**src/design/counted_blink_sequencer_core_macros.svh**
```systemverilog
// Assertion helpers for the blink sequencer.
`ifndef COUNTED_BLINK_SEQUENCER_CORE_MACROS_SVH
`define COUNTED_BLINK_SEQUENCER_CORE_MACROS_SVH

// Same-cycle implication, masked while reset is held.
`define CBS_ASSERT_IMPL(label, clk, rst_n, ante, cons, msg) \
    label: assert property (@(posedge clk) disable iff (!(rst_n)) (ante) |-> (cons)) \
        else $error(msg);

// Next-cycle implication, masked while reset is held.
`define CBS_ASSERT_NEXT(label, clk, rst_n, ante, cons, msg) \
    label: assert property (@(posedge clk) disable iff (!(rst_n)) (ante) |=> (cons)) \
        else $error(msg);

`endif

```
**src/design/cbs_pkg.sv**
```systemverilog
package cbs_pkg;

    localparam int TIME_WIDTH_DEF = 32;
    localparam int COUNT_W        = 8;
    localparam int TICKS_IN_W     = 32;

    typedef enum logic [2:0] {
        MODE_TICK   = 3'd0,
        MODE_START  = 3'd1,
        MODE_ON     = 3'd2,
        MODE_OFF    = 3'd3,
        MODE_TOGGLE = 3'd4
    } t_mode;

    typedef struct packed {
        t_mode                  mode;
        logic [COUNT_W-1:0]     blink_count;
        logic [TICKS_IN_W-1:0]  on_ticks;
        logic [TICKS_IN_W-1:0]  off_ticks;
    } t_item;

    // Sequencer state as reported in a result.
    typedef struct packed {
        logic               lit;
        logic [COUNT_W-1:0] blinks_remaining;
        logic               timer_running;
    } t_status;

endpackage

```
**src/design/cbs_in_stage.sv**
```systemverilog
module cbs_in_stage (
    input  logic           i_clk,
    input  logic           i_rst_n,
    input  logic           i_valid,
    input  cbs_pkg::t_item i_item,
    input  logic           i_advance,
    output logic           o_stall,
    output logic           o_valid,
    output cbs_pkg::t_item o_item
);
    import cbs_pkg::*;

    logic  r_valid;
    logic  n_valid;
    t_item r_item;
    logic  w_accept;

    // Holding register frees up in the same cycle it hands off.
    assign o_stall  = r_valid && !i_advance;
    assign w_accept = i_valid && !o_stall;

    always_comb begin
        n_valid = r_valid;
        if (w_accept) begin
            n_valid = 1'b1;
        end else if (i_advance) begin
            n_valid = 1'b0;
        end
    end

    always_ff @(posedge i_clk) begin
        if (!i_rst_n) begin
            r_valid <= 1'b0;
        end else begin
            r_valid <= n_valid;
        end
    end

    always_ff @(posedge i_clk) begin
        if (w_accept) begin
            r_item <= i_item;
        end
    end

    assign o_valid = r_valid;
    assign o_item  = r_item;

endmodule

```
**src/design/cbs_engine.sv**
```systemverilog
module cbs_engine #(
    parameter int TIME_WIDTH = cbs_pkg::TIME_WIDTH_DEF
) (
    input  logic             i_clk,
    input  logic             i_rst_n,
    input  logic             i_fire,
    input  cbs_pkg::t_item   i_item,
    output cbs_pkg::t_status o_status
);
    import cbs_pkg::*;
    `include "counted_blink_sequencer_core_macros.svh"

    localparam logic [TIME_WIDTH-1:0] TicksOne = TIME_WIDTH'(1);

    logic                  r_lit,      n_lit;
    logic [COUNT_W-1:0]    r_blinks,   n_blinks;
    logic [TIME_WIDTH-1:0] r_ticks,    n_ticks;
    logic                  r_timer_en, n_timer_en;
    logic [TIME_WIDTH-1:0] r_on,       n_on;
    logic [TIME_WIDTH-1:0] r_off,      n_off;
    logic [TIME_WIDTH-1:0] w_on_in;
    logic [TIME_WIDTH-1:0] w_off_in;

    // Times fit to the timer width (truncate or zero-extend).
    assign w_on_in  = TIME_WIDTH'(i_item.on_ticks);
    assign w_off_in = TIME_WIDTH'(i_item.off_ticks);

    always_comb begin
        n_lit      = r_lit;
        n_blinks   = r_blinks;
        n_ticks    = r_ticks;
        n_timer_en = r_timer_en;
        n_on       = r_on;
        n_off      = r_off;
        case (i_item.mode)
            MODE_TICK: begin
                if (r_timer_en) begin
                    if (r_ticks > TicksOne) begin
                        n_ticks = r_ticks - TicksOne;
                    end else begin
                        // phase expired
                        n_ticks = '0;
                        if (r_lit) begin
                            if (r_off != '0) begin
                                n_ticks    = r_off;
                                n_timer_en = 1'b1;
                            end else begin
                                n_timer_en = 1'b0;
                            end
                            n_lit = 1'b0;
                        end else if (r_blinks != COUNT_W'(1)) begin
                            // zero count is endless
                            if (r_blinks != '0) begin
                                n_blinks = r_blinks - COUNT_W'(1);
                            end
                            n_ticks    = r_on;
                            n_timer_en = 1'b1;
                            n_lit      = 1'b1;
                        end else begin
                            n_blinks   = '0;
                            n_timer_en = 1'b0;
                        end
                    end
                end
            end
            MODE_START: begin
                n_blinks   = i_item.blink_count;
                n_on       = w_on_in;
                n_off      = w_off_in;
                n_ticks    = w_on_in;
                n_timer_en = 1'b1;
                n_lit      = 1'b1;
            end
            MODE_ON: begin
                n_blinks   = '0;
                n_timer_en = 1'b0;
                n_lit      = 1'b1;
            end
            MODE_OFF: begin
                n_blinks   = '0;
                n_timer_en = 1'b0;
                n_lit      = 1'b0;
            end
            MODE_TOGGLE: begin
                n_blinks   = '0;
                n_timer_en = 1'b0;
                n_lit      = !r_lit;
            end
            default: begin
                // unused modes leave state alone
            end
        endcase
    end

    always_ff @(posedge i_clk) begin
        if (!i_rst_n) begin
            r_lit      <= 1'b0;
            r_blinks   <= '0;
            r_ticks    <= '0;
            r_timer_en <= 1'b0;
            r_on       <= '0;
            r_off      <= '0;
        end else if (i_fire) begin
            r_lit      <= n_lit;
            r_blinks   <= n_blinks;
            r_ticks    <= n_ticks;
            r_timer_en <= n_timer_en;
            r_on       <= n_on;
            r_off      <= n_off;
        end
    end

    assign o_status.lit              = n_lit;
    assign o_status.blinks_remaining = n_blinks;
    assign o_status.timer_running    = n_timer_en;

    `CBS_ASSERT_NEXT(a_hold_when_idle, i_clk, i_rst_n, !i_fire,
        $stable(r_lit) && $stable(r_blinks) && $stable(r_timer_en) && $stable(r_ticks),
        "sequencer state moved without a transaction")
    `CBS_ASSERT_NEXT(a_start_lights, i_clk, i_rst_n, i_fire && i_item.mode == MODE_START,
        r_lit && r_timer_en && r_ticks == r_on,
        "blink start did not light and load the on time")
    `CBS_ASSERT_NEXT(a_force_cancels, i_clk, i_rst_n,
        i_fire && (i_item.mode == MODE_ON || i_item.mode == MODE_OFF
                   || i_item.mode == MODE_TOGGLE),
        !r_timer_en && r_blinks == '0,
        "forced level left blinking active")
    `CBS_ASSERT_NEXT(a_idle_tick, i_clk, i_rst_n,
        i_fire && i_item.mode == MODE_TICK && !r_timer_en,
        $stable(r_lit) && $stable(r_blinks) && !r_timer_en,
        "tick with stopped timer changed state")

endmodule

```
**src/design/counted_blink_sequencer_core.sv**
```systemverilog
// Channel   Direction  Handshake                    Payload
// -------   ---------  ---------------------------  ----------------------------------------
// in        to core    i_in_valid / o_in_stall      i_mode, i_blink_count, i_on_ticks,
//                                                   i_off_ticks
// out       from core  o_out_valid / i_out_stall    o_pin_level, o_lit, o_blinks_remaining,
//                                                   o_timer_running
// cfg       to core    i_cfg_we                     i_cfg_wdata (active_level)
//
// One transaction in, one result out, at one transaction per cycle sustained while the
// output is not stalled. Each item passes the input register, then the state update
// into the result register. The state update (timer decrement / phase change) is
// combinational logic, so items can follow back to back while the result register
// is being drained. A stall on the output holds the result; once the input register is
// also full, o_in_stall follows i_out_stall in the same cycle (combinational path).
// Reset (i_rst_n low, synchronous) empties both stages, clears the sequencer to dark,
// timer stopped, and sets active_level to 1.
module counted_blink_sequencer_core #(
    parameter int TIME_WIDTH = cbs_pkg::TIME_WIDTH_DEF
) (
    input  logic                          i_clk,
    input  logic                          i_rst_n,
    // input channel
    input  logic                          i_in_valid,
    output logic                          o_in_stall,
    input  logic [2:0]                    i_mode,
    input  logic [cbs_pkg::COUNT_W-1:0]   i_blink_count,
    input  logic [cbs_pkg::TICKS_IN_W-1:0] i_on_ticks,
    input  logic [cbs_pkg::TICKS_IN_W-1:0] i_off_ticks,
    // output channel
    output logic                          o_out_valid,
    input  logic                          i_out_stall,
    output logic                          o_pin_level,
    output logic                          o_lit,
    output logic [cbs_pkg::COUNT_W-1:0]   o_blinks_remaining,
    output logic                          o_timer_running,
    // configuration
    input  logic                          i_cfg_we,
    input  logic                          i_cfg_wdata
);
    import cbs_pkg::*;

    t_item   w_in_item;
    t_item   w_held_item;
    logic    w_held_valid;
    logic    w_advance;
    t_status w_next_status;

    logic    r_active_level;
    logic    r_out_valid, n_out_valid;
    t_status r_out_status;

    assign w_in_item.mode        = t_mode'(i_mode);
    assign w_in_item.blink_count = i_blink_count;
    assign w_in_item.on_ticks    = i_on_ticks;
    assign w_in_item.off_ticks   = i_off_ticks;

    // Held item moves on whenever the result register is empty or being taken.
    assign w_advance = w_held_valid && (!r_out_valid || !i_out_stall);

    cbs_in_stage u_in_stage (
        .i_clk     (i_clk),
        .i_rst_n   (i_rst_n),
        .i_valid   (i_in_valid),
        .i_item    (w_in_item),
        .i_advance (w_advance),
        .o_stall   (o_in_stall),
        .o_valid   (w_held_valid),
        .o_item    (w_held_item)
    );

    cbs_engine #(
        .TIME_WIDTH (TIME_WIDTH)
    ) u_engine (
        .i_clk    (i_clk),
        .i_rst_n  (i_rst_n),
        .i_fire   (w_advance),
        .i_item   (w_held_item),
        .o_status (w_next_status)
    );

    // active_level register; the user must change it only while the core is idle (not enforced)
    always_ff @(posedge i_clk) begin
        if (!i_rst_n) begin
            r_active_level <= 1'b1;
        end else if (i_cfg_we) begin
            r_active_level <= i_cfg_wdata;
        end
    end

    always_comb begin
        n_out_valid = r_out_valid;
        if (w_advance) begin
            n_out_valid = 1'b1;
        end else if (!i_out_stall) begin
            n_out_valid = 1'b0;
        end
    end

    always_ff @(posedge i_clk) begin
        if (!i_rst_n) begin
            r_out_valid <= 1'b0;
        end else begin
            r_out_valid <= n_out_valid;
        end
    end

    always_ff @(posedge i_clk) begin
        if (w_advance) begin
            r_out_status <= w_next_status;
        end
    end

    assign o_out_valid        = r_out_valid;
    // lit drives active_level, dark drives its complement
    assign o_pin_level        = !(r_out_status.lit ^ r_active_level);
    assign o_lit              = r_out_status.lit;
    assign o_blinks_remaining = r_out_status.blinks_remaining;
    assign o_timer_running    = r_out_status.timer_running;

endmodule
```
**config.mk**
```make
export PLATFORM = sky130hd
export DESIGN_NAME = counted_blink_sequencer_core
export DESIGN_NICKNAME = d
export VERILOG_FILES = /design/src/design/cbs_pkg.sv /design/src/design/cbs_in_stage.sv /design/src/design/cbs_engine.sv /design/src/design/counted_blink_sequencer_core.sv
export VERILOG_INCLUDE_DIRS = /design/src /design/src/design
export SDC_FILE = /design/constraint.sdc
export NUM_CORES = 1
export LEC_CHECK = 0
export BUFFER_PORTS_ARGS = -buffer_cell sky130_fd_sc_hd__buf_4
export CAP_MARGIN = 20
export CORE_MARGIN = 5
export CORE_UTILIZATION = 55
export CTS_CLUSTER_DIAMETER = 100
export DETAILED_ROUTE_END_ITERATION = 16
export PLACE_DENSITY_LB_ADDON = 0.25
export SYNTH_ARGS = -nofsm -noshare
export SYNTH_HDL_FRONTEND = slang
export SYNTH_SLANG_ARGS = --single-unit
```
**constraint.sdc**
```tcl
create_clock -name i_clk -period 5.97 [get_ports i_clk]
set_clock_uncertainty 0.1 [all_clocks]
set_input_delay 0.2985 -clock i_clk [delete_from_list [all_inputs] [get_ports i_clk]]
set_output_delay 0.2985 -clock i_clk [all_outputs]
set_load 0.05 [all_outputs]
```
Word level (Yosys, flattened, before mapping):

Cells that the tools add are included.

* flip-flop bits (word level): 194
* latch bits: 0
* bits in writable memories: 0
* bits in read-only memories: 0
* input bits: 81
* output and inout bits: 13
* logic and storage cells: 72
* memories kept: 0

* add/sub/neg operators: 2
* multiply operators: 0
* div/mod/pow operators: 0
* $lt $le $gt $ge: 1
* equality and inequality tests: 7
* shift-type cells: 0
* multiplexer cells: 26
* bitwise logic cells: 1
* reductions and logical operators: 19

Operators with widths (count)
* two-way mux 32 bit: 5
* one-hot mux 32 bit (2 select lines): 1
* two-way mux 8 bit: 5
* > comparator 32 x 1 -> 1 bit, second input constant: 1
* nonzero test 32 bit: 1
* subtractor 32 x 1 -> 32 bit, second input constant: 1
* one-hot mux 8 bit (3 select lines): 1
* two-way mux 1 bit: 12
* != test 8 x 1 -> 1 bit, second input constant: 1
* nonzero test 8 bit: 1
* subtractor 8 x 1 -> 8 bit, second input constant: 1
* == test 3 x 2 -> 1 bit, second input constant: 2
* zero test 1 bit: 6
* != test 2 x 1 -> 1 bit, second input constant: 2
* one-hot mux 1 bit (4 select lines): 1
* nonzero test 2 bit: 2
* == test 3 x 1 -> 1 bit, second input constant: 1
* == test 3 bit, second input constant: 1
* logical AND 1 bit: 3
* zero test 3 bit: 1
* one-hot mux 1 bit (3 select lines): 1
* AND reduction 3 bit: 1
* OR reduction 3 bit: 1
* AND reduction 2 bit: 1
* 3 further kinds: 3

Logic depth before layout (Yosys ltp):

* depth after elaboration: 8
* mapped depth: 10
* mapped depth without buffers: 8

Modules after synthesis:

A second synthesis with hierarchy kept.

* cell total of the unflattened synthesis: 871
* area, all modules: 8594.5 um2

Modules (own cells, without submodules)
* cbs_engine: instances 1, cells an instance 774, area each 5913.2 um2, sequential area each 2122.0 um2
* cbs_in_stage: instances 1, cells an instance 79, area each 2299.7 um2, sequential area each 2272.2 um2
* counted_blink_sequencer_core: instances 1, cells an instance 18, area each 381.6 um2, sequential area each 340.3 um2

Worst setup path after synthesis:

No wires, ideal clock.

* kind: flip-flop to flip-flop
* start point: register r_out_valid, in the netlist o_out_valid
* end point: register u_in_stage.r_item, in the netlist u_in_stage.o_item[0] (enable)
* setup time: 516 ps
* arrival time: 4308 ps
* data required time: 5354 ps
* path slack: 1046 ps
* cell stages (with the launch flop): 3
* path buffers: 0
* period minus slack after synthesis: 4924 ps
* path through: dfxtp_1 -> and3_1 -> nor2b_1

* word-level cells in the longest chain between the ends: 7

Ends and longest elaborated chain
* from (decl): line counted_blink_sequencer_core.sv:49 `logic r_out_valid, n_out_valid;`
* from (signal assigned): line counted_blink_sequencer_core.sv:103 `r_out_valid <= n_out_valid;`
* zero test 1 bit: line counted_blink_sequencer_core.sv:58 `assign w_advance = w_held_valid && (!r_out_valid || !i_out_stall);`
* logical OR 1 bit: line counted_blink_sequencer_core.sv:58
* logical AND 1 bit: line counted_blink_sequencer_core.sv:58
* zero test 1 bit: line cbs_in_stage.sv:19 `assign o_stall = r_valid && !i_advance;`
* logical AND 1 bit: line cbs_in_stage.sv:19
* named net o_in_stall: line counted_blink_sequencer_core.sv:24 `output logic o_in_stall,`
* zero test 1 bit: line cbs_in_stage.sv:20 `assign w_accept = i_valid && !o_stall;`
* logical AND 1 bit: line cbs_in_stage.sv:20
* to (signal assigned): line cbs_in_stage.sv:41 `r_item <= i_item;`
* to (decl): line cbs_in_stage.sv:15 `t_item r_item;`

The timed path passes the listed nets, and every way through them passes these cells.
A chain may end at the register's enable or synchronous reset.

Worst setup path in the final report:

* start point: register u_in_stage.r_item, in the netlist u_in_stage.o_item[74]
* end point: register u_engine.r_ticks[28]

* word-level cells in the longest chain between the ends: 3
* elaborated cells on any way between the ends: 6
* classes of those cells: eq/ne (2); mux (1); reduce/logical (3)

Ends and longest elaborated chain
* zero test 3 bit / == test 3 x 1 -> 1 bit (equally long branches): line cbs_engine.sv:35 `case (i_item.mode)`
* != test 2 x 1 -> 1 bit (no source line) / nonzero test 2 bit (equally long branches)
* AND reduction 3 bit (no source line)
* to (signal assigned): line cbs_engine.sv:106 `r_ticks <= n_ticks;`
* to (decl): line cbs_engine.sv:17 `logic [TIME_WIDTH-1:0] r_ticks, n_ticks;`

Parallel ways exist; a longest one is shown, timed or not.

==> flow_metrics.py <==
metrics = {
    "sta": {
        "tightest_slew_ns": 1.13,
        "max-slew-margin-rel": 0.245,
        "finalMaxSlewViolations": 0,
        "hold_viol": 0,
        "fin_setup_tns_ns": 0,
        "setup_viol": 0,
        "final.min_clock_period_ns": 3.35,
        "hold_ws_ns": 0.0478,
        "post-route-period-util": 0.561,
        "grt_setup_unrepaired": "false",
        "fmax_ghz": 0.299,
    },
    "setup_path": {
        "critPathMaxStageDelay_ns": 0.91,
        "path_delay_family": "simple AND/OR/NAND/NOR gates",
        "path_cells": "nor2_1 -> nand2_1 -> nor2_4 -> buf_4 -> a22oi_1 -> o32ai_1",
        "worst_path_max_delay_cell": "nor2_4",
        "start_kind": "flop",
        "critPathLaunch": "u_in_stage.o_item[74]",
        "arrival_ns": 3.59,
        "required_ns": 6.21,
        "cp_num_buf_inv": 1,
        "r2r_start": "u_in_stage.o_item[74]",
        "critPathMaxFanout": 40,
        "end_kind": "flop",
        "crit_type": "flop to flop",
    },
    "cells_and_area": {
        "drive_gt1_frac": 0.139,
        "fin_cells": 1220,
        "area_delta_synth_final_pct": 26.1,
        "fin_nets": 1105,
        "diodes": 0,
        "nFillCells": 1111,
    },
    "power": {
        "swShare": 0.265,
        "internal-power_mw": 2.27,
        "ir_drop_mv": 0.245,
        "p_comb_frac": 0.162,
        "p_switching_mw": 0.818,
        "power.total_mw": 3.09,
        "p_per_area_mw_per_mm2": 291,
        "p_leak_nw": 3.90,
        "p_seq_frac": 0.477,
        "clkPwrFrac": 0.361,
    },
    "clock_tree": {
        "cts.sinks": 194,
        "clk_pin_slew_ns": 0.07,
        "h-tree-depth": 4,
        "clk_path_buf_depth": 2,
        "clk_latency_ns": 0.43,
        "cts-root-buf": "clkbuf_16",
        "cts_buffers": 17,
        "cts_tree": "done",
    },
    "worst_hold_path": {
        "hold_class": "primary input to flop",
        "min_from": "i_out_stall",
    },
    "grt": {
        "antenna_found_initial": 0,
        "first_global_vias": 7169,
        "grt_pass1_wl_mm": 36.6,
        "grt-ovfl-total": 0,
        "grt_usage": 0.254,
        "grt_max_degree": 76,
    },
    "logic_synthesis": {
        "syn_nets": 960,
        "yosysWarnings": 0,
        "async_reset_ff_frac": 0,
        "synth_cells": 874,
        "synth_seq_cells": 194,
        "synth_edf_count": 85,
        "synth_area_sq_mm": 0.00842,
        "yosysUniqueCellTypes": 58,
        "ys.flop_type": "dfxtp_1",
        "synth-seq-area-share": 0.562,
        "synth_area_per_cell_sq_um": 9.63,
    },
    "detailed_routing": {
        "drt_iter0_markers": 720,
        "drtAntennaViolNets": 0,
        "drt_pass1_iterations": 6,
        "wl_per_cell_um": 18.4,
        "wl_mm": 22.4,
        "drc": 0,
        "routed_via_density": 6.05,
        "dr_total_vias": 7375,
    },
    "placed_design": {
        "hpwl_mm": 13.7,
        "dpl.cell_count": 1109,
        "place_congestion": 0.869,
        "port_buffers": 93,
    },
    "floorplanning": {
        "die_y_um": 134,
        "initial_core_util": 0.558,
        "core-area_sq_mm": 0.0151,
        "io_pins": 94,
        "fp.dieW_um": 134,
        "rows": 45,
        "die-area_sq_mm": 0.0179,
    },
    "status": {
        "status": "complete, no violations",
    },
    "job": {
        "drv_cap": 0,
    },
}
-- worst register-to-register path, delay by kind of cell (launching register included) --
family                 cells  cell delay (ns)
and+or+nand+nor            3             1.82
AOI/OAI and AO/OA          2             0.29
DFF                        1             0.53
buffers and inverters      1             0.51
-- power by group through the flow --
stage | Sequential [mW] | Clock (mW) | Combinational, mW
final | 1.47 | 1.12 | 0.500
after global routing | 1.47 | 1.19 | 0.543
after CTS | 1.47 | 1.13 | 0.485
after detailed placement | 1.50 | 0 | 0.440
after global placement | 1.50 | 0 | 0.436
after floorplan | 1.50 | 0 | 0.298
-- final timing paths --
check / end / slack [ns] / depth (start not counted)
max: u_engine.r_ticks[28] / 2.62 / 6
min: o_out_valid / 0.05 / 3
max reg2reg: u_engine.r_ticks[28] / 2.62 / 6
min reg2reg: u_engine.r_on[10] / 0.36 / 2
-- Yosys cell counts, types with 3 or more instances --
library cell | count | area [sq um]
nand4_1 | 10 | 62.6
a22oi_1 | 20 | 150
o211ai_1 | 15 | 113
nand3_1 | 12 | 60.1
a211o_1 | 4 | 35.0
a31oi_1 | 7 | 43.8
ha_1 | 5 | 62.6
edfxtp_1 | 85 | 2550
o31a_1 | 3 | 26.3
a21oi_1 | 103 | 515
nor2_1 | 34 | 128
a221oi_1 | 12 | 105
o41ai_1 | 4 | 35.0
o21ai_0 | 42 | 210
nor3_1 | 19 | 95.1
nand3b_1 | 4 | 30.0
nor4_1 | 16 | 100
o22a_1 | 5 | 43.8
o22ai_1 | 4 | 25.0
a32o_1 | 3 | 30.0
dfxtp_1 | 109 | 2180
and3_1 | 7 | 43.8
nand2_1 | 197 | 739
a222oi_1 | 4 | 40.0
a221o_1 | 11 | 110
nor2b_1 | 3 | 18.8
or4_1 | 5 | 37.5
xor2_1 | 12 | 105
clkbuf_1 | 51 | 191
inv_1 | 8 | 30.0
xnor2_1 | 9 | 78.8
and2_1 | 4 | 25.0
o31ai_1 | 4 | 30.0
or3_1 | 5 | 31.3
and4_1 | 3 | 26.3
-- sequential cells by signal, indices dropped and copies added, names as in the netlist --
register,flops
o_blinks_remaining,8
o_lit,1
o_out_valid,1
o_timer_running,1
r_active_level,1
u_engine.r_blinks,8
u_engine.r_lit,1
u_engine.r_off,32
u_engine.r_on,32
u_engine.r_ticks,32
u_engine.r_timer_en,1
u_in_stage.o_item,75
u_in_stage.o_valid,1
-- layout by cell type, fill, tap and decap left out, types with 5 or more instances in the layout --
master,n
or4_1,5
o211ai_1,15
nor3_1,18
buf_4,101
and3_1,7
o22a_1,5
xor2_1,12
inv_1,7
o21ai_0,42
dfxtp_1,109
or3_1,5
edfxtp_1,85
a221oi_1,12
a221o_1,11
nand3_1,12
xnor2_1,9
nand2_1,196
a22oi_1,20
a31oi_1,6
nand4_1,10
clkbuf_16,17
ha_1,5
dlygate4sd3_1,78
nor2_1,33
a21oi_1,103
nor4_1,16
-- layer usage --
layer	wire length [um]	vias up	GRT usage	share of wire
li1	-	3534	-	-
met5	0	-	0	0
met1	9540	3505	0.336	0.43
met3	1430	37	0.0404	0.064
met4	522	0	0.102	0.023
met2	10900	299	0.418	0.49
-- cell type report --
cell class	count	area (sq um)	area share
multi-input combinational	617	3490	0.328
clock buffer	21	440	0.0415
sequential	194	4730	0.446
inverter	9	35.0	0.00330
timing repair buffer	180	1550	0.146
clock inverter	11	131	0.0124
tap	188	235	0.0222
-- kinds of logic after synthesis --
logic type | after synthesis | synth area share
and+or+nand+nor | 325 | 0.175
muxes | 2 | 0.00238
adders and majority gates | 5 | 0.00743
DFF | 194 | 0.562
AOI/OAI and AO/OA | 264 | 0.203
xor gates and xnor gates | 21 | 0.0218
buffers and inverters | 63 | 0.0282
-- timing repair --
item / in CTS / in global routing
endpoints found under the hold margin: 77 / 0
resized for setup: 0 / 0
hold buffers: 78 / 0
setup buffers: 0 / 0
-- metrics by stage --
stage                     setup slack [ns]  utilization  cell area [sq um]
final                                 2.62        0.704              10600
after global routing                  2.35        0.704              10600
after global placement                2.74        0.613               9250
after floorplan                       1.05            -               8420
after detailed placement              2.69        0.613               9250
after CTS                             2.64        0.703              10600
Power figures use the tool's default switching activity.
